$ cat config.mk
export PLATFORM = sky130hd
export DESIGN_NAME = cau_select
export DESIGN_NICKNAME = d
export VERILOG_FILES = /design/src/cau_pkg.sv /design/src/cau_select.sv
export SDC_FILE = /design/constraint.sdc
export NUM_CORES = 1
export LEC_CHECK = 0
export BUFFER_PORTS_ARGS = -buffer_cell sky130_fd_sc_hd__buf_2
export CORE_MARGIN = 2
export CORE_UTILIZATION = 39
export DETAILED_ROUTE_END_ITERATION = 6
export PLACE_DENSITY = 0.62
export SLEW_MARGIN = 20
export SYNTH_ARGS = -nofsm -noshare
export SYNTH_HDL_FRONTEND = slang
export SYNTH_SLANG_ARGS = --single-unit
$ cat constraint.sdc
create_clock -name i_clk -period 10.4 [get_ports i_clk]
set_input_delay 0.52 -clock i_clk [delete_from_list [all_inputs] [get_ports i_clk]]
set_output_delay 0.52 -clock i_clk [all_outputs]
set_load 0.03 [all_outputs]
$ cat src/cau_pkg.sv
// Shared constants, payload structs and codes for the call auction uncrossing block.
package cau_pkg;

    localparam int MAX_ORDERS = 1024;
    localparam int NUM_CELLS  = 16;
    localparam int AW         = $clog2(MAX_ORDERS);
    localparam int CNT_W      = AW + 1;
    localparam int BASE_W     = CNT_W + 1;
    localparam int PRICE_W    = 32;
    localparam int QTY_W      = 32;
    localparam int VOL_W      = QTY_W + AW;
    localparam int OUT_VOL_W  = 42;
    localparam int WAIT_W     = $clog2(NUM_CELLS + 1);

    typedef struct packed {
        logic               valid;
        logic               side;
        logic [PRICE_W-1:0] price;
        logic [QTY_W-1:0]   qty;
    } t_order;

    typedef struct packed {
        logic               valid;
        logic [PRICE_W-1:0] price;
        logic [VOL_W-1:0]   demand;
        logic [VOL_W-1:0]   supply;
    } t_cand;

    typedef enum logic [1:0] {
        PRESS_NONE = 2'd0,
        PRESS_BUY  = 2'd1,
        PRESS_SELL = 2'd2
    } t_press;

endpackage

$ cat src/cau_select.sv
// Ranks the candidates leaving the chain and keeps the best one.
module cau_select (
    input  logic                        i_clk,
    input  logic                        i_rst_n,
    input  logic                        i_clear,
    input  logic                        i_take,
    input  cau_pkg::t_cand              i_cand,
    input  logic [cau_pkg::PRICE_W-1:0] i_ref,
    output logic                        o_have,
    output logic [cau_pkg::PRICE_W-1:0] o_price,
    output logic [cau_pkg::VOL_W-1:0]   o_volume
);
    import cau_pkg::*;

    logic               r_s1_valid;
    logic [PRICE_W-1:0] r_s1_price;
    logic [VOL_W-1:0]   r_s1_trade;
    logic [VOL_W-1:0]   r_s1_surplus;
    t_press             r_s1_press;
    logic [PRICE_W-1:0] r_s1_dist;

    logic               r_have;
    logic [PRICE_W-1:0] r_price;
    logic [VOL_W-1:0]   r_trade;
    logic [VOL_W-1:0]   r_surplus;
    t_press             r_press;
    logic [PRICE_W-1:0] r_dist;

    logic [VOL_W-1:0]   w_trade;
    logic [VOL_W-1:0]   w_surplus;
    t_press             w_press;
    logic [PRICE_W-1:0] w_dist;
    logic               w_beats;

    always_comb begin
        if (i_cand.demand > i_cand.supply) begin
            w_trade   = i_cand.supply;
            w_surplus = i_cand.demand - i_cand.supply;
            w_press   = PRESS_BUY;
        end else begin
            w_trade   = i_cand.demand;
            w_surplus = i_cand.supply - i_cand.demand;
            w_press   = (i_cand.supply > i_cand.demand) ? PRESS_SELL : PRESS_NONE;
        end
        w_dist = (i_cand.price > i_ref) ? (i_cand.price - i_ref) : (i_ref - i_cand.price);
    end

    always_comb begin
        if (r_s1_trade != r_trade) begin
            w_beats = r_s1_trade > r_trade;
        end else if (r_s1_surplus != r_surplus) begin
            w_beats = r_s1_surplus < r_surplus;
        end else if (r_s1_press == PRESS_BUY && r_press == PRESS_BUY) begin
            w_beats = r_s1_price > r_price;
        end else if (r_s1_press == PRESS_SELL && r_press == PRESS_SELL) begin
            w_beats = r_s1_price < r_price;
        end else if (r_s1_dist != r_dist) begin
            w_beats = r_s1_dist < r_dist;
        end else begin
            w_beats = r_s1_price > r_price;
        end
    end

    always_ff @(posedge i_clk) begin
        if (!i_rst_n) begin
            r_s1_valid <= 1'b0;
            r_have     <= 1'b0;
        end else begin
            r_s1_valid <= i_take && i_cand.valid && (w_trade != '0);
            if (i_clear) begin
                r_have <= 1'b0;
            end else if (r_s1_valid && (!r_have || w_beats)) begin
                r_have <= 1'b1;
            end
        end
    end

    always_ff @(posedge i_clk) begin
        r_s1_price   <= i_cand.price;
        r_s1_trade   <= w_trade;
        r_s1_surplus <= w_surplus;
        r_s1_press   <= w_press;
        r_s1_dist    <= w_dist;
        if (r_s1_valid && (!r_have || w_beats)) begin
            r_price   <= r_s1_price;
            r_trade   <= r_s1_trade;
            r_surplus <= r_s1_surplus;
            r_press   <= r_s1_press;
            r_dist    <= r_s1_dist;
        end
    end

    assign o_have   = r_have;
    assign o_price  = r_price;
    assign o_volume = r_trade;

endmodule

After elaboration in Yosys (flattened, before gate mapping):

Cells that the tools add are included.

* word-level logic and storage cells: 50
* bits of input ports: 153
* output and inout bits: 75
* register bits after elaboration: 302

* add/subtract/negate cells: 4
* $lt $le $gt $ge: 8
* reductions and logical operators: 9
* multiplexer cells: 9
* eq/ne operators: 7
* bitwise operators: 1

Operators with widths (number)
* greater-than comparator 42 bit: 3
* two-way mux 42 bit: 2
* != test 42 bit: 2
* subtractor 42 bit: 2
* greater-than comparator 32 bit: 2
* less-than comparator 32 bit: 2
* subtractor 32 bit: 2
* less-than comparator 42 bit: 1
* nonzero test 42 bit: 1
* two-way mux 32 bit: 1
* != test 32 bit: 1
* logical AND 1 bit: 5
* two-way mux 1 bit: 5
* equality test 2 x 1 -> 1 bit, second input constant: 2
* equality test 2 bit, second input constant: 2
* two-way mux 2 bit: 1
* OR reduction 2 bit: 1
* zero test 1 bit: 1
* logical OR 1 bit: 1
* NOT 1 bit: 1

Longest topological paths before layout:

* depth after elaboration: 8
* mapped depth: 15
* mapped depth without buffers: 13

Least setup slack after synthesis:

OpenSTA, ideal clock, no wires.

* path type: register to register
* start point: register r_price[1], in the netlist o_price[1]
* end point: register r_price[0], in the netlist o_price[0], enable pin
* library setup time: 0.741 ns
* setup slack: -0.750 ns
* required time: 9.659 ns
* path buffers: 0
* arrival: 10.409 ns
* cell stages (with the launch flop): 13
* period minus slack after synthesis: 11.150 ns
* cells stage by stage: edfxtp_1 inv_1 ha_1 nor2b_1 o21ai_0 nand2b_1 a21oi_1 or4_1 a31oi_1 nor3_1 or3_1 a31o_2 a41oi_1

* cells in the longest elaborated chain, start to end: 8
* elaborated cells on any way between the ends: 9
* those cells by class: order compare: 2; mux: 5; reduce/logical: 2

RTL lines
* from (decl): line cau_select.sv:23 `logic [PRICE_W-1:0] r_price;`
* from (signal assigned): line cau_select.sv:85 `r_price <= r_s1_price;`
* greater-than comparator 32 bit: line cau_select.sv:54, cau_select.sv:60
* two-way mux 1 bit: line cau_select.sv:57 `end else if (r_s1_dist != r_dist) begin`
* two-way mux 1 bit: line cau_select.sv:55 `end else if (r_s1_press == PRESS_SELL && r_press == PRESS_SELL) begin`
* two-way mux 1 bit *: line cau_select.sv:53 `end else if (r_s1_press == PRESS_BUY && r_press == PRESS_BUY) begin`
* two-way mux 1 bit *: line cau_select.sv:51 `end else if (r_s1_surplus != r_surplus) begin`
* two-way mux 1 bit *: line cau_select.sv:49 `if (r_s1_trade != r_trade) begin`
* logical OR 1 bit *: line cau_select.sv:84 `if (r_s1_valid && (!r_have || w_beats)) begin`
* logical AND 1 bit *: line cau_select.sv:84

Every way passes the cells marked *; elsewhere a longest branch is shown, timed or not.
A chain may end at the register's enable or synchronous reset.

Worst setup path after layout:

* start point: input port i_cand[13] (netlist name)
* end point: register r_s1_valid

* cells in the longest elaborated chain, start to end: 4

RTL lines
* from (decl): line cau_select.sv:7 `input cau_pkg::t_cand i_cand,`
* greater-than comparator 42 bit: line cau_select.sv:36 `if (i_cand.demand > i_cand.supply) begin`
* two-way mux 42 bit: line cau_select.sv:36
* via w_trade[19]: line cau_select.sv:29 `logic [VOL_W-1:0] w_trade;`
* nonzero test 42 bit: line cau_select.sv:69 `r_s1_valid <= i_take && i_cand.valid && (w_trade != '0);`
* logical AND 1 bit: line cau_select.sv:69
* to (signal assigned): line cau_select.sv:69
* to (decl): line cau_select.sv:15 `logic r_s1_valid;`

The timed path passes the listed nets, and every way through them passes these cells.

==> summary.txt <==
Status
  • Status: completed

Synthesis
  • Simple-gate area share of the yosys netlist: 0.123
  • FFs w/ async S/R, synth: 0
  • Largest family of logic cells by synthesized area: compound AO/OA/AOI/OAI gates
  • Compound-Gate Fraction of Synth Area: 0.211
  • Top cells by count, synth: 333 x inv_1, 295 x ha_1, 249 x a21oi_1
  • Synth area leaders: edfxtp_1 21%, ha_1 18%, dfxtp_1 15%
  • Synth Cell Area: 21000 um2
  • Post-Syn Instances: 2342
  • Synth unique cells: 84
  • Adder-cell area share of the yosys netlist: 0.180
  • Synth Net Count: 2794
  • Ys Warns: 0
  • Sequential share of the synthesized area: 0.360
  • Multiplexer share of the synthesized area: 0.0138
  • Post-synth top area cell: edfxtp_1
  • Most instantiated library cell after synthesis: inv_1
  • Primary FF master, synth: dfxtp_1
  • Post-synth EDFFs: 150
  • Post-Synth XOR/XNOR Area: 0.0292
  • Synthesized area per cell: 8.96 um2
  • Top cell type's share of synthesized area: 0.215
  • Yosys reg bits: 302

Placement
  • Port bufs: 227
  • Post-DP HPWL: 55300 um
  • Gpl congestion: 0.948
  • DP Cell Count: 3194
  • Pre-CTS setup slack: 5130 ps

GRT
  • Vias in the first global route: 18000
  • Global-route wire length before repair: 104000 um
  • Pin count of the biggest net entering global routing: 65
  • Grt ovf: 0
  • Initial antenna violation count: 0
  • GRT Total Usage: 0.241

Pwr
  • Sw power: 0.00132 W
  • Sw frac: 0.333
  • Peak VDD IR: 0.118 mV
  • Clock Power Share: 0.344
  • Internal power: 0.00265 W
  • Sequential power share: 0.383
  • Leakage: 11.2 nW
  • Power Density: 166 nW/um2
  • Combinational share of power: 0.272

Setup path
  • Worst-path cell chain: buf_2, inv_1, ha_1, inv_1, nor3_1, o21ai_1, o21ai_1, a211oi_2, nor2_4, buf_4, mux2i_1, nor4_1, nand2_1, o31a_1
  • Max stage delay on crit path: 780 ps
  • Crit start category: primary input
  • Slowest cell on crit path: nor2_4
  • CP delay by family, top: simple AND/OR/NAND/NOR gates
  • WP data required: 10840 ps
  • Endpoint class of the critical path: flip-flop
  • Critical path class: in -> reg
  • Crit Path Max Fanout: 63
  • CP bufs+invs: 4
  • Reg2Reg Setup Slack: 5830 ps
  • Worst EP arrival: 5200 ps

Routing
  • Final ANT Viol Nets: 0
  • DRT met1 WL: 28500 um
  • DRT Pass-1 Iters: 5
  • Wire length on met3: 3500 um
  • Vias per std cell: 5.41
  • Iter 0 DRT Violations: 1251
  • DR WL/cell: 20.7 um
  • Routed WL: 67600 um
  • Met2 wire length: 32900 um
  • DR DRC count: 0
  • Via Count: 17700
  • Top Layer Used: met4

Timing
  • Fin worst setup slack: 5640 ps
  • Normalized max-slew margin: 0.168
  • Setup TNS: 0 ps
  • Endpoints failing setup: 0
  • Slew of the pin with the lowest slew margin: 1240 ps
  • Max-slew violations: 0
  • Layout Skew: 34.7 ps
  • Final-report hold violation count: 0
  • Post-layout minimum cycle time: 4760 ps
  • Max Clock Freq: 210 MHz
  • RSZ-0062 raised after global routing: no
  • Period utilization: 0.458

Floorplanning
  • DIE WIDTH: 236 um
  • Initial Util: 0.392
  • Row cnt: 85
  • Die Height: 236 um
  • Total Die Area: 55700 um2
  • # IOs: 228
  • CORE AREA: 53500 um2

Clock network
  • Clk_lat worst skew: 590 ps
  • CTS root buffer: clkbuf_16
  • Clock Tree Buf Depth: 3
  • H-Tree Depth: 2
  • CTS tree: built
  • Postcts setup bufs: 0
  • CTS buffer count: 38
  • Clk slew on worst S/H paths: 60 ps
  • Clock sinks: 302
  • # hold bufs at CTS: 0
  • Post-CTS resize count: 0

Layout
  • Fin cells: 3265
  • Fillcell total: 5268
  • Layout cell share with drive strength beyond 1: 0.137
  • Final nets: 2990
  • Syn-to-layout area delta: 13.9%

Hold path
  • Hold crit path type: in -> reg

Flow run
  • Max_cap viols: 0
## stage by stage
stage	instance area, um2	total power, W	util	hold WS, ps
5_1_grt	23900	0.00419	0.447	57.7
4_1_cts	23900	0.00401	0.447	39.7
2_1_floorplan	21000	0.00225	-	408
6_report	23900	0.00397	0.447	79.4
3_5_place_dp	22600	0.00261	0.422	421
3_3_place_gp	22600	0.00260	0.422	414
## final cells by class
cell class | instances | area (um2) | area share
Sequential cell | 302 | 7550 | 0.316
Multi-Input combinational cell | 1624 | 11700 | 0.490
Tap cell | 696 | 871 | 0.0364
Timing Repair Buffer | 238 | 1220 | 0.0510
Clock buffer | 47 | 1020 | 0.0429
Inverter | 334 | 1250 | 0.0525
Clock inverter | 23 | 278 | 0.0116
Antenna cell | 1 | 2.50 | 0.000105
## power by group through the flow
stage	clock [W]	sequential [W]	combinational, W
after floorplan	0	0.00153	0.000720
after detailed placement	0	0.00154	0.00107
after global routing	0.00145	0.00154	0.00120
after global placement	0	0.00154	0.00106
final	0.00137	0.00152	0.00108
after CTS	0.00141	0.00152	0.00108
## per-layer routing
| layer | vias up | GRT usage |
|---|---|---|
| met3 | 108 | 0.0374 |
| met2 | 480 | 0.424 |
| met4 | 0 | 0.0948 |
| met5 | - | 0 |
| met1 | 8394 | 0.294 |
| li1 | 8693 | - |
## logic make-up after synthesis
| kind of cell | Yosys count |
|---|---|
| mux | 28 |
| buf+inv | 416 |
| xor+xnor | 70 |
| fa+ha+maj | 299 |
| flops | 302 |
| simple gates | 517 |
| compound gates | 710 |
## state kept, by name (all words and copies together) (netlist names)
name	cells
o_volume	42
r_s1_surplus	42
r_s1_trade	42
r_surplus	42
o_price	32
r_dist	32
r_s1_dist	32
r_s1_price	32
r_press	2
r_s1_press	2
o_have	1
r_s1_valid	1
## path summary, 6_finish.rpt
kind	from	endpoint	cells past startpoint
max	i_cand[13]	r_s1_valid	14
min	i_cand[87]	r_s1_price[3]	1
max reg2reg	r_surplus[11]	r_surplus[39]	14
min reg2reg	r_s1_dist[0]	r_dist[0]	0
## cell usage in the layout (no fill, tap or decap), types with 25 or more instances in the layout
master     synthesis  final
o21ai_0          162    162
o21bai_1          46     46
dfxtp_1          152    152
nand2_1          159    159
nand4_1           70     70
nor4_1            27     27
inv_1            333    333
clkbuf_16          0     38
a21o_1           103    103
xnor2_1           47     47
edfxtp_1         150    150
nand3_1           25     25
a21oi_1          249    249
ha_1             295    295
nor2_1           107    107
nor3_1            29     29
buf_2             35    227
Power figures use the tool's default switching activity.
