File: config.mk
export PLATFORM = sky130hd
export DESIGN_NAME = cau_cell
export DESIGN_NICKNAME = d
export VERILOG_FILES = /design/src/cau_pkg.sv /design/src/cau_cell.sv
export SDC_FILE = /design/constraint.sdc
export NUM_CORES = 1
export LEC_CHECK = 0
export BUFFER_PORTS_ARGS = -buffer_cell sky130_fd_sc_hd__buf_4
export CORE_AREA = 2 2 158 160
export CTS_CLUSTER_DIAMETER = 100
export CTS_CLUSTER_SIZE = 8
export DETAILED_ROUTE_END_ITERATION = 10
export DIE_AREA = 0 0 160 162
export PLACE_DENSITY = 0.82
export SYNTH_ARGS = -nofsm -noshare
export SYNTH_HDL_FRONTEND = slang
export SYNTH_SLANG_ARGS = --single-unit
File: constraint.sdc
create_clock -name i_clk -period 3.11 [get_ports i_clk]
set_input_delay 0.622 -clock i_clk [delete_from_list [all_inputs] [get_ports i_clk]]
set_output_delay 0.622 -clock i_clk [all_outputs]
set_load 0.03 [all_outputs]
File: src/cau_pkg.sv
// Shared constants, payload structs and codes for the call auction uncrossing block.
package cau_pkg;

    localparam int MAX_ORDERS = 1024;
    localparam int NUM_CELLS  = 16;
    localparam int AW         = $clog2(MAX_ORDERS);
    localparam int CNT_W      = AW + 1;
    localparam int BASE_W     = CNT_W + 1;
    localparam int PRICE_W    = 32;
    localparam int QTY_W      = 32;
    localparam int VOL_W      = QTY_W + AW;
    localparam int OUT_VOL_W  = 42;
    localparam int WAIT_W     = $clog2(NUM_CELLS + 1);

    typedef struct packed {
        logic               valid;
        logic               side;
        logic [PRICE_W-1:0] price;
        logic [QTY_W-1:0]   qty;
    } t_order;

    typedef struct packed {
        logic               valid;
        logic [PRICE_W-1:0] price;
        logic [VOL_W-1:0]   demand;
        logic [VOL_W-1:0]   supply;
    } t_cand;

    typedef enum logic [1:0] {
        PRESS_NONE = 2'd0,
        PRESS_BUY  = 2'd1,
        PRESS_SELL = 2'd2
    } t_press;

endpackage

File: src/cau_cell.sv
// One chain cell: holds a candidate price and accumulates its demand and supply.
module cau_cell (
    input  logic           i_clk,
    input  logic           i_rst_n,
    input  logic           i_shift,
    input  cau_pkg::t_cand  i_cand,
    output cau_pkg::t_cand  o_cand,
    input  cau_pkg::t_order i_ord,
    output cau_pkg::t_order o_ord
);
    import cau_pkg::*;

    t_cand  r_cand;
    t_cand  n_cand;
    t_order r_ord;

    always_comb begin
        n_cand = r_cand;
        if (i_shift) begin
            n_cand = i_cand;
        end else if (i_ord.valid && r_cand.valid) begin
            if (i_ord.side) begin
                if (i_ord.price >= r_cand.price) begin
                    n_cand.demand = r_cand.demand + VOL_W'(i_ord.qty);
                end
            end else begin
                if (i_ord.price <= r_cand.price) begin
                    n_cand.supply = r_cand.supply + VOL_W'(i_ord.qty);
                end
            end
        end
    end

    always_ff @(posedge i_clk) begin
        if (!i_rst_n) begin
            r_cand <= '0;
            r_ord  <= '0;
        end else begin
            r_cand <= n_cand;
            r_ord  <= i_ord;
        end
    end

    assign o_cand = r_cand;
    assign o_ord  = r_ord;

endmodule

# --- Yosys cells after proc, flatten, opt, wreduce, memory -nomap -nowiden ---
# Index checks and enable logic that the tools add are counted.
op_classes:
  n_addsub: 2
  n_lt_le_gt_ge: 2
  n_eq_ne: 1
  n_mux: 6
  reduce_logical: 7
op_table:
  columns: ["operator", "count"]
  rows:
  - ["$mux W42", 4]
  - ["$mux W84", 2]
  - ["$add A42 B32 Y42", 2]
  - ["$ge A32 B32 Y1", 1]
  - ["$le A32 B32 Y1", 1]
  - ["$reduce_bool A2 Y1", 4]
  - ["$reduce_and A3 Y1", 2]
  - ["$ne A2 B2 Y1 const B", 1]
  - ["$logic_and A1 B1 Y1", 1]
totals:
  register_bits: 183
  input_bits: 186
  output_inout_bits: 183
  wordCells: 26

# --- Depth between registers and ports, before layout ---
# Gate-level depths: netlist of run 1.
depth:
  depth_word: 5
  depth_mapped: 14
  depth_no_buf: 12

# --- Worst setup path after synthesis of run 1 ---
# Ideal clock, no wire load.
synth_path:
  path_type: "input-to-reg"
  start: "in i_ord[0] in the netlist's numbering"
  end: "reg r_cand (netlist bit o_cand[40])"
  setup_ps: 74
  arrival_time_ps: 3127
  required_ps: 3036
  slack_ps: -91
  path_stages: 12
  n_path_buf: 0
  path_cell_list: "ha_1 > inv_1 > fa_1 > and2b_1 > o2111ai_2 > a31oi_4 > a31oi_4 > o221a_4 > o21ai_4 > a21oi_4 > or4_1 > a31oi_1"
synth_via:
  elab_chain_cells: 5
synth_rtl:
  columns: ["element", "line_no", "source"]
  rows:
  - ["start, declared", "cau_cell.sv:8", "input cau_pkg::t_order i_ord,"]
  - ["$add A42 B32 Y42", "cau_cell.sv:28", "n_cand.supply = r_cand.supply + VOL_W'(i_ord.qty);"]
  - ["$mux W42", "cau_cell.sv:27", "if (i_ord.price <= r_cand.price) begin"]
  - ["$mux W42", "cau_cell.sv:22", "if (i_ord.side) begin"]
  - ["$mux W84", "cau_cell.sv:21", "end else if (i_ord.valid && r_cand.valid) begin"]
  - ["$mux W84", "cau_cell.sv:19", "if (i_shift) begin"]
  - ["end signal, assigned", "cau_cell.sv:39", "r_cand <= n_cand;"]
  - ["end, declared", "cau_cell.sv:13", "t_cand r_cand;"]
# No other way between the ends. The select of a mux whose other input is x is not followed.
# A chain may end at the register's enable or synchronous reset.

# --- Worst setup path in the final report of run 1 ---
layout_path:
  start: "reg r_cand (netlist bit o_cand[0])"
  end: "reg r_cand (netlist bit o_cand[38])"
layout_via:
  elab_chain_cells: 5
layout_rtl:
  columns: ["element", "line_no"]
  rows:
  - ["$add A42 B32 Y42", "cau_cell.sv:28"]
  - ["$mux W42", "cau_cell.sv:27"]
  - ["$mux W42", "cau_cell.sv:22"]
  - ["$mux W84", "cau_cell.sv:21"]
  - ["$mux W84", "cau_cell.sv:19"]
# No other way between the ends. The select of a mux whose other input is x is not followed.

==> results of run 1 <==
where the power goes:
group	internal (mW)	switching (mW)
combinational	0.975	1.23
clock	1.18	1.15
sequential	2.49	0.122
total	4.64	2.51
cells by family (layout without fill, tap and decap cells):
family / count (synthesis) / after routing / synth area share
AO/OA/AOI/OAI: 408 / 408 / 0.254
XOR/XNOR: 65 / 65 / 0.0509
adder cells (fa/ha/maj): 98 / 98 / 0.111
buffers and inverters: 120 / 568 / 0.0428
flip-flops: 183 / 183 / 0.328
multiplexers: 34 / 34 / 0.0306
AND/OR/NAND/NOR: 403 / 403 / 0.183
repair_timing:
item | CTS | global route
hold buffers | 0 | 0
setup endpoints to repair | 0 | 16
resized for setup | 0 | 34
buffers inserted | 0 | 3
per-stage QoR:
step | TNS (ns) | hold slack, ns | utilization | worst slack, ns
2_1_floorplan | 0 | 0.607 | - | 0.0711
3_3_place_gp | -3.18 | 0.486 | 0.622 | -0.215
3_5_place_dp | -4.58 | 0.493 | 0.622 | -0.280
4_1_cts | 0 | 0.378 | 0.648 | 0.0318
5_1_grt | -0.0869 | 0.379 | 0.655 | -0.0445
6_report | 0 | 0.395 | 0.655 | 0.0700
cells in the mapped netlist (3+ instances only):
cell type                    n
sky130_fd_sc_hd__and2_1     73
sky130_fd_sc_hd__o211ai_1   26
sky130_fd_sc_hd__clkbuf_1   53
sky130_fd_sc_hd__a311oi_1   12
sky130_fd_sc_hd__nor2_1     51
sky130_fd_sc_hd__buf_2      10
sky130_fd_sc_hd__o21ai_1    16
sky130_fd_sc_hd__a21boi_0    5
sky130_fd_sc_hd__nor2b_1    39
sky130_fd_sc_hd__xor2_1     35
sky130_fd_sc_hd__nand2_1   136
sky130_fd_sc_hd__o21bai_1   12
sky130_fd_sc_hd__xnor2_1    30
sky130_fd_sc_hd__o21a_1     12
sky130_fd_sc_hd__o21ai_0    61
sky130_fd_sc_hd__a41oi_1     6
sky130_fd_sc_hd__o31a_1      4
sky130_fd_sc_hd__a31oi_1    19
sky130_fd_sc_hd__nand2b_1    7
sky130_fd_sc_hd__a21oi_1   106
sky130_fd_sc_hd__or4_1       6
sky130_fd_sc_hd__a21o_1     42
sky130_fd_sc_hd__and4_1      3
sky130_fd_sc_hd__nand4b_1    3
sky130_fd_sc_hd__nand3_1    25
sky130_fd_sc_hd__ha_1       96
sky130_fd_sc_hd__nand4_1    21
sky130_fd_sc_hd__o211a_1    21
sky130_fd_sc_hd__nor3_1     13
sky130_fd_sc_hd__a211oi_1   14
sky130_fd_sc_hd__inv_1      50
sky130_fd_sc_hd__mux2i_1    33
sky130_fd_sc_hd__a211oi_2    3
sky130_fd_sc_hd__or3_1       4
sky130_fd_sc_hd__buf_1       4
sky130_fd_sc_hd__a211o_1     5
sky130_fd_sc_hd__o31ai_1     8
sky130_fd_sc_hd__and3_1     10
sky130_fd_sc_hd__dfxtp_1   183
cell type report:
type                            instances  share of cell area
Sequential cell                       183               0.233
Clock inverter                         15              0.0128
Tap cell                              324              0.0257
Clock buffer                           17              0.0270
Multi-Input combinational cell       1008               0.455
Inverter                               51              0.0122
Timing Repair Buffer                  485               0.234
routing by layer:
metal	vias up	track usage	share of wire
met3	76	0.0506	0.064
li1	5601	-	-
met2	524	0.535	0.50
met1	5545	0.361	0.41
met5	-	0	0
met4	0	0.0942	0.027
flip-flops by register name, summed over array words and instances (netlist names):
signal  flops
o_cand    117
o_ord      66
critical path: cells and delay by family, from the launching register on:
kind	cells	cell delay, ns
AO/OA/AOI/OAI	7	1.33
AND/OR/NAND/NOR	2	0.71
adder cells (fa/ha/maj)	2	0.51
flip-flops	1	0.38
buffers and inverters	1	0.04
worst min-delay path by stage:
stage	startpoint	end	slack, ns	cells past startpoint
floorplan	o_cand[52]	o_cand[52]	0.61	2
global route	i_ord[32]	o_ord[32]	0.38	2
detailed placement	o_cand[52]	o_cand[52]	0.49	2
finish	i_cand[81]	o_cand[81]	0.39	3
global placement	o_cand[4]	o_cand[4]	0.49	2
CTS	i_cand[81]	o_cand[81]	0.38	3
==> impl_metrics.json, run 1 <==
{
  "slowest_stage": "sky130_fd_sc_hd__or4_1",
  "finalInstanceArea_um2": 15800,
  "detail-route-antenna-nets": 0,
  "grt.overflow.total": 0,
  "core-area_um2": 24100,
  "grt_pass1_wl_um": 61200,
  "synth-warning-count": 0,
  "clk_pin_slew_worst_paths_ns": 0.08,
  "post_route_cells_drive_above_1_share": 0.325,
  "transition_time_at_the_pin_with_the_least_slew_margin_ns": 0.666,
  "final_instance_count_without_filler_cells": 2083,
  "peakVddDrop_v": 0.000283,
  "number_of_placed_instances_taps_included": 2048,
  "grt_pass1_vias": 11399,
  "fin_crit_sh": 0.977,
  "drt_first_iter_violations": 889,
  "timing.critical_path.to_type": "flop",
  "vias": 11746,
  "grt_start_max_net_pins": 59,
  "postSynth.asyncResetShare": 0,
  "design.portCount": 369,
  "cts.path.max_buffers": 2,
  "initial_util": 0.464,
  "floorplan_die_height_um": 162,
  "cts_root_buf": "sky130_fd_sc_hd__clkbuf_16",
  "final-setup-viol-count": 0,
  "unrepaired_setup_endpoints_after_global_routing": "true",
  "postSynthCellCount": 1311,
  "setup_slack_on_the_worst_flop_to_flop_path_ns": 0.07,
  "total_leakage_power_nw": 7.47,
  "worst_path_largest_cell_delay_ns": 0.44,
  "post-layout-total-power_mw": 7.15,
  "crit_chain": "ha_4 > inv_1 > fa_1 > and2b_2 > o2111ai_4 > a31oi_4 > a31oi_4 > o221a_4 > o21ai_4 > a21oi_4 > or4_1 > a31oi_1",
  "synth.largest_area_cell": "sky130_fd_sc_hd__dfxtp_1",
  "detailedPlacementHpwl_um": 31300,
  "criticalPathCategory": "reg -> reg",
  "area_growth_pct": 41.2,
  "max_clock_freq_mhz": 329,
  "fp-row-count": 57,
  "post_synthesis_cell_area_um2": 11200,
  "synth_sequential_area_ratio": 0.328,
  "worst_skew_pair.late_latency_ns": 0.44,
  "fin_skew_ns": 0.0119,
  "num_antenna_cells": 0,
  "final_cell_mix": "481 x sky130_fd_sc_hd__buf_4, 171 x sky130_fd_sc_hd__dfxtp_1, 135 x sky130_fd_sc_hd__nand2_1",
  "crit_required_ns": 3.47,
  "placed_cell_area_um2": 15000,
  "outcome": "finished, final reports clean",
  "synth_edf_count": 0,
  "port_buffers": 368,
  "regToRegEndpoint": "o_cand[38]",
  "netlist-cell-type-count": 80,
  "synth-main-ff-cell": "sky130_fd_sc_hd__dfxtp_1",
  "wl_um": 40300,
  "synth_top_area_share": 0.328,
  "critPathMostFrequentCell": "sky130_fd_sc_hd__a31oi_4",
  "worstRegToRegCells": 12,
  "finish.net_count": 2030,
  "detail_route.drc_violations": 0,
  "critPathLaunch": "o_cand[0]",
  "multi_input_comb_area_um2": 7180,
  "gp_routability_congestion": 0.956,
  "number_of_flip_flops_and_latches_in_the_synthesized_netlist": 183,
  "die_area_um2": 25900,
  "finalHoldViolCount": 0,
  "arrival_ns": 3.40,
  "syn-mean-instance-area_um2": 8.53,
  "report.final.slew_viol_count": 0,
  "min-delay-path-class": "in -> reg",
  "cap_viol_max_count": 0,
  "final_common_cell": "sky130_fd_sc_hd__buf_4",
  "detailedRoute.firstPassIterationCount": 5,
  "avgRoutedWirePerCell_um": 19.4,
  "power_density_nw_per_um2": 453,
  "clock_tree_from_tritoncts": "yes",
  "min_period_ns": 3.04,
  "grt_antenna_before_repair": 0,
  "timing.critical_path.fanout_max": 8,
  "cp-start-kind": "flop",
  "seq_area_um2": 3680,
  "synth.top_cells.by_area": "sky130_fd_sc_hd__dfxtp_1 33%, sky130_fd_sc_hd__ha_1 11%, sky130_fd_sc_hd__a21oi_1 4.7%",
  "tritoncts_buffer_count": 17,
  "clock_sink_count": 183,
  "crit_path_end": "o_cand[38]",
  "htree_levels": 4,
  "grt.total_usage": 0.297,
  "fillers": 2019,
  "die_width_um": 160,
  "total_nets_after_synthesis": 1595,
  "max-slew-margin-rel": 0.554,
  "reg2reg_from": "o_cand[0]",
  "vias_per_cell": 5.64
}
No activity file was read; power rests on OpenSTA's default activity.
==> run 2, diff against run 1 <==
--- a/config.mk
+++ b/config.mk
@@ -12,6 +12,7 @@
 export DETAILED_ROUTE_END_ITERATION = 10
 export DIE_AREA = 0 0 160 162
 export PLACE_DENSITY = 0.82
+export REMOVE_ABC_BUFFERS = 1
 export SYNTH_ARGS = -nofsm -noshare
 export SYNTH_HDL_FRONTEND = slang
 export SYNTH_SLANG_ARGS = --single-unit
==> run 2 against run 1 <==
  * Global-route usage decreased by 1.4 points
  * Wire length decreased by 6.5%
  * Sequential cell count unchanged
  * Via count decreased by 1.6%
  * Final cell count decreased by 0.24%
  * Die area unchanged
  * Fmax about the same
  * Largest cell class unchanged
  * Final area decreased by 0.84%
==> impl_metrics.json, run 2 (synthesized netlist as in run 1, its figures left out) <==
{
  "gp_routability_congestion": 0.936,
  "clock_tree_from_tritoncts": "yes",
  "floorplan_die_height_um": 162,
  "finish.net_count": 2025,
  "min-delay-path-class": "in -> reg",
  "multi_input_comb_area_um2": 7110,
  "cts.path.max_buffers": 2,
  "crit_required_ns": 3.48,
  "detailedRoute.firstPassIterationCount": 6,
  "reg2reg_from": "o_cand[103]",
  "vias_per_cell": 5.56,
  "combinationalPowerShare": 0.313,
  "finalHoldViolCount": 0,
  "cp_top_family": "compound AO/OA/AOI/OAI gates",
  "vias": 11563,
  "fp-row-count": 57,
  "fin_skew_ns": 0.0173,
  "htree_levels": 4,
  "peakVddDrop_v": 0.000302,
  "final_common_cell": "sky130_fd_sc_hd__buf_4",
  "grt_antenna_before_repair": 0,
  "min_delay_worst_endpoint": "o_cand[39]",
  "die_width_um": 160,
  "arrival_ns": 3.41,
  "cap_viol_max_count": 0,
  "min_period_ns": 3.04,
  "crit_cells": 11,
  "power_frac_clock": 0.312,
  "grt.overflow.total": 0,
  "grt.total_usage": 0.283,
  "cts_root_buf": "sky130_fd_sc_hd__clkbuf_16",
  "criticalPathCategory": "reg -> reg",
  "clk_pin_slew_worst_paths_ns": 0.08,
  "crit_buf_inv": 1,
  "slowest_stage": "sky130_fd_sc_hd__a211o_2",
  "regToRegEndpoint": "o_cand[40]",
  "outcome": "finished, final reports clean",
  "detail-route-antenna-nets": 0,
  "core-area_um2": 24100,
  "fillers": 2000,
  "report.final.slew_viol_count": 0,
  "tritoncts_buffer_count": 17,
  "final-setup-viol-count": 0,
  "avgRoutedWirePerCell_um": 18.1,
  "final_cell_mix": "472 x sky130_fd_sc_hd__buf_4, 178 x sky130_fd_sc_hd__dfxtp_1, 135 x sky130_fd_sc_hd__nand2_1",
  "crit_chain": "inv_1 > ha_1 > and2_1 > a221o_1 > nand2_1 > o211ai_1 > a211o_2 > a2111oi_4 > nand3_1 > or4_1 > a31oi_1",
  "setup_slack_on_the_worst_flop_to_flop_path_ns": 0.07,
  "detailedPlacementHpwl_um": 29400,
  "wl_um": 37700,
  "port_buffers": 368,
  "switching_share": 0.345,
  "worst_path_largest_cell_delay_ns": 0.43,
  "timing.critical_path.fanout_max": 5,
  "initial_util": 0.464,
  "worst_skew_pair.late_latency_ns": 0.44,
  "postLayoutCoreUtil": 0.649,
  "grt_pass1_wl_um": 59100,
  "area_growth_pct": 40.0,
  "total_leakage_power_nw": 7.43,
  "power_density_nw_per_um2": 443,
  "timing.hold.worst_path_depth": 3,
  "detail_route.drc_violations": 0,
  "seq_area_um2": 3670,
  "worst_hold_startpoint": "i_cand[39]",
  "power_switching_mw": 2.39,
  "die_area_um2": 25900,
  "p_int_mw": 4.54,
  "drt_first_iter_violations": 815,
  "fin_crit_sh": 0.978,
  "clock_sink_count": 183,
  "cp-start-kind": "flop",
  "worstRegToRegCells": 11,
  "max-slew-margin-rel": 0.624,
  "post_route_cells_drive_above_1_share": 0.313,
  "flip_flop_count_of_the_largest_register_after_layout": 117,
  "timing.critical_path.to_type": "flop",
  "sequential_power_share": 0.376,
  "fin_tns_setup_ns": 0,
  "max_clock_freq_mhz": 329,
  "design.portCount": 369,
  "num_antenna_cells": 0,
  "grt_pass1_vias": 11466,
  "transition_time_at_the_pin_with_the_least_slew_margin_ns": 0.562,
  "grt_start_max_net_pins": 82
}
-- run 2: cell types whose count changed in the layout (fill, tap and decap cells not counted), moves of 3 or more --
cell / delta
sky130_fd_sc_hd__clkinv_4: +3
sky130_fd_sc_hd__clkinv_8: -5
sky130_fd_sc_hd__buf_12: +4
sky130_fd_sc_hd__inv_2: -3
sky130_fd_sc_hd__dfxtp_2: -5
sky130_fd_sc_hd__ha_4: -6
sky130_fd_sc_hd__dfxtp_1: +7
sky130_fd_sc_hd__inv_1: +3
sky130_fd_sc_hd__buf_4: -9
sky130_fd_sc_hd__ha_1: +6
-- run 2: final cells by class --
type	instances	share of cell area
inverter	51	0.0123
timing repair buffer	480	0.237
tap	324	0.0259
clock buffer	18	0.0281
sequential	183	0.234
multi-input combinational	1008	0.454
clock inverter	14	0.00847
-- run 2: how the worst max path moves through the flow --
| stage | from | end | slack, ns |
|---|---|---|---|
| floorplan | i_ord[45] | o_cand[50] | -1.02 |
| global placement | i_ord[0] | o_cand[34] | -0.21 |
| detailed placement | i_ord[0] | o_cand[40] | -0.28 |
| CTS | o_cand[0] | o_cand[40] | 0.05 |
| global route | o_cand[103] | o_cand[40] | -0.05 |
| finish | o_cand[103] | o_cand[40] | 0.07 |
-- run 2: timing repair --
action / in CTS / in global routing
gates resized for setup: 0 / 16
hold buffers: 0 / 0
setup endpoints to repair: 0 / 19
setup buffers: 0 / 3
-- run 2: per-stage QoR --
stage,hold WS [ns],worst slack (ns),total power [mW],cells,cell area [um2]
2_1_floorplan,0.610,-1.02,3.86,1242,10900
3_3_place_gp,0.483,-0.210,4.74,2043,15000
5_1_grt,0.384,-0.0507,7.26,2078,15700
4_1_cts,0.376,0.0471,6.97,2075,15600
3_5_place_dp,0.494,-0.279,4.78,2043,15000
6_report,0.391,0.0689,6.93,2078,15700
-- run 2: per-layer routing --
| layer | wire (um) | global-route usage |
|---|---|---|
| met1 | 15200 | 0.337 |
| met5 | 0 | 0 |
| met2 | 18300 | 0.492 |
| met4 | 1710 | 0.142 |
| met3 | 2500 | 0.0506 |
-- run 2: power groups by stage --
| stage | sequential (mW) | clock, mW | combinational [mW] |
|---|---|---|---|
| final | 2.60 | 2.16 | 2.17 |
| after global routing | 2.62 | 2.30 | 2.35 |
| after CTS | 2.60 | 2.22 | 2.14 |
| after detailed placement | 2.66 | 0 | 2.13 |
| after global placement | 2.65 | 0 | 2.09 |
| after floorplan | 2.92 | 0 | 0.940 |
-- run 2: worst min-delay path, stage by stage --
cell	delay, ns
sky130_fd_sc_hd__buf_4	0.08
sky130_fd_sc_hd__nand2_1	0.04
sky130_fd_sc_hd__o21ai_1	0.06
==> run 3, diff against run 2 <==
--- a/config.mk
+++ b/config.mk
@@ -12,6 +12,7 @@
 export DETAILED_ROUTE_END_ITERATION = 10
 export DIE_AREA = 0 0 160 162
 export PLACE_DENSITY = 0.82
+export RECOVER_POWER = 100
 export REMOVE_ABC_BUFFERS = 1
 export SYNTH_ARGS = -nofsm -noshare
 export SYNTH_HDL_FRONTEND = slang
==> run 3 against run 2 <==
  * Fmax down 0.40%
  * Die area is the same
  * Final cell count is the same
  * Clock skew shrank 0.00091 ns
==> impl_metrics.json, run 3 (synthesized netlist as in run 1, its figures left out) <==
{
  "final-setup-viol-count": 0,
  "cts_root_buf": "sky130_fd_sc_hd__clkbuf_16",
  "design.portCount": 369,
  "tritoncts_buffer_count": 17,
  "final.hold.worst_slack_ns": 0.389,
  "number_of_placed_instances_taps_included": 2043,
  "wl_um": 37800,
  "arrival_ns": 3.43,
  "reg2reg_from": "o_cand[103]",
  "max_clock_freq_mhz": 328,
  "finalHoldViolCount": 0,
  "vias": 11628,
  "total_leakage_power_nw": 6.68,
  "fin_skew_ns": 0.0164,
  "die_width_um": 160,
  "postLayoutSetupSlackWorst_ns": 0.0568,
  "num_antenna_cells": 0,
  "post_route_cells_drive_above_1_share": 0.208,
  "clock_sink_count": 183,
  "post-place-ws_ns": -0.279,
  "htree_levels": 4,
  "worst_hold_startpoint": "i_cand[39]",
  "gp_routability_congestion": 0.936,
  "vias_per_cell": 5.60,
  "detailedRoute.firstPassIterationCount": 7,
  "flip_flop_count_of_the_largest_register_after_layout": 117,
  "fin_crit_sh": 0.982,
  "min-delay-path-class": "in -> reg",
  "cts.path.max_buffers": 2,
  "crit_required_ns": 3.48,
  "criticalPathCategory": "reg -> reg",
  "outcome": "finished, final reports clean",
  "setup_slack_on_the_worst_flop_to_flop_path_ns": 0.06,
  "grt.overflow.total": 0,
  "report.final.slew_viol_count": 0,
  "timing.critical_path.fanout_max": 5,
  "core-area_um2": 24100,
  "detailedPlacementHpwl_um": 29400,
  "area_growth_pct": 33.7,
  "cap_viol_max_count": 0,
  "avgRoutedWirePerCell_um": 18.2,
  "cp_top_family": "compound AO/OA/AOI/OAI gates",
  "transition_time_at_the_pin_with_the_least_slew_margin_ns": 1.32,
  "timing.critical_path.to_type": "flop",
  "port_buffers": 368,
  "peakVddDrop_v": 0.000303,
  "final_common_cell": "sky130_fd_sc_hd__buf_4",
  "floorplan_die_height_um": 162,
  "cp-start-kind": "flop",
  "grt.total_usage": 0.283,
  "worst_skew_pair.late_latency_ns": 0.44,
  "clock_tree_from_tritoncts": "yes",
  "die_area_um2": 25900,
  "grt_start_max_net_pins": 82,
  "fp-row-count": 57,
  "slowest_stage": "sky130_fd_sc_hd__a211o_2",
  "final_cell_mix": "287 x sky130_fd_sc_hd__buf_4, 184 x sky130_fd_sc_hd__clkbuf_1, 178 x sky130_fd_sc_hd__dfxtp_1",
  "grt_pass1_wl_um": 59100,
  "drt_first_iter_violations": 789,
  "grt_antenna_before_repair": 0,
  "min_delay_worst_endpoint": "o_cand[39]",
  "finish.net_count": 2025,
  "initial_util": 0.464,
  "detail_route.drc_violations": 0,
  "clk_pin_slew_worst_paths_ns": 0.08,
  "min_period_ns": 3.05,
  "crit_chain": "inv_1 > ha_1 > and2_1 > a221o_1 > nand2_1 > o211ai_1 > a211o_2 > a2111oi_4 > nand3_1 > or4_1 > a31oi_1",
  "max-slew-margin-rel": 0.119,
  "worst_path_largest_cell_delay_ns": 0.43,
  "timing.hold.worst_path_depth": 3,
  "grt_pass1_vias": 11466,
  "detail-route-antenna-nets": 0,
  "final_instance_count_without_filler_cells": 2078,
  "worstRegToRegCells": 11,
  "crit_buf_inv": 1,
  "regToRegEndpoint": "o_cand[40]",
  "power_density_nw_per_um2": 456
}
[run 3: routing by layer]
layer  track usage  part of all wire  up-vias  wire (um)
li1              -                 -     5611          -
met1         0.337              0.40     5412      15300
met2         0.492              0.48      499      18000
met3        0.0506             0.069      106       2600
met4         0.142             0.051        0       1910
met5             0                 0        -          0
[run 3: report_power, final]
group | internal, mW | leakage [nW] | switching, mW
Clock | 1.08 | 0.277 | 1.08
Sequential | 2.49 | 1.52 | 0.110
Combinational | 0.843 | 4.88 | 1.20
[run 3: layout make-up]
type,instances,area [um2]
fill,2199,9160
multi-input combinational,1008,7110
sequential,183,3670
timing repair buffer,480,3000
clock buffer,18,439
tap,324,405
inverter,51,193
clock inverter,14,133
[run 3: what timing repair did]
item | in CTS | in global routing
setup buffers | 0 | 3
hold endpoints to repair | 0 | 0
gates resized for setup | 0 | 16
hold buffers | 0 | 0
endpoints found under the setup margin | 0 | 19
[run 3: how the worst max path moves through the flow]
stage | startpoint | end | cells after the start
2_1_floorplan | i_ord[45] | o_cand[50] | 9
3_3_place_gp | i_ord[0] | o_cand[34] | 13
3_5_place_dp | i_ord[0] | o_cand[40] | 13
4_1_cts | o_cand[0] | o_cand[40] | 12
5_1_grt | o_cand[103] | o_cand[40] | 11
6_report | o_cand[103] | o_cand[40] | 11
[run 3: through the flow]
step | setup TNS [ns] | util | area (um2) | total power, mW
floorplan | -27.62 | - | 10900 | 3.86
global placement | -5.98 | 0.622 | 15000 | 4.74
detailed placement | -7.85 | 0.622 | 15000 | 4.78
CTS | 0 | 0.646 | 15600 | 6.97
global route | -0.0692 | 0.620 | 14900 | 7.14
finish | 0 | 0.620 | 14900 | 6.81
[run 3: tightest hold or removal path: stages]
cell and delay, ns:
sky130_fd_sc_hd__buf_4 0.08, sky130_fd_sc_hd__nand2_1 0.04, sky130_fd_sc_hd__o21ai_1 0.06
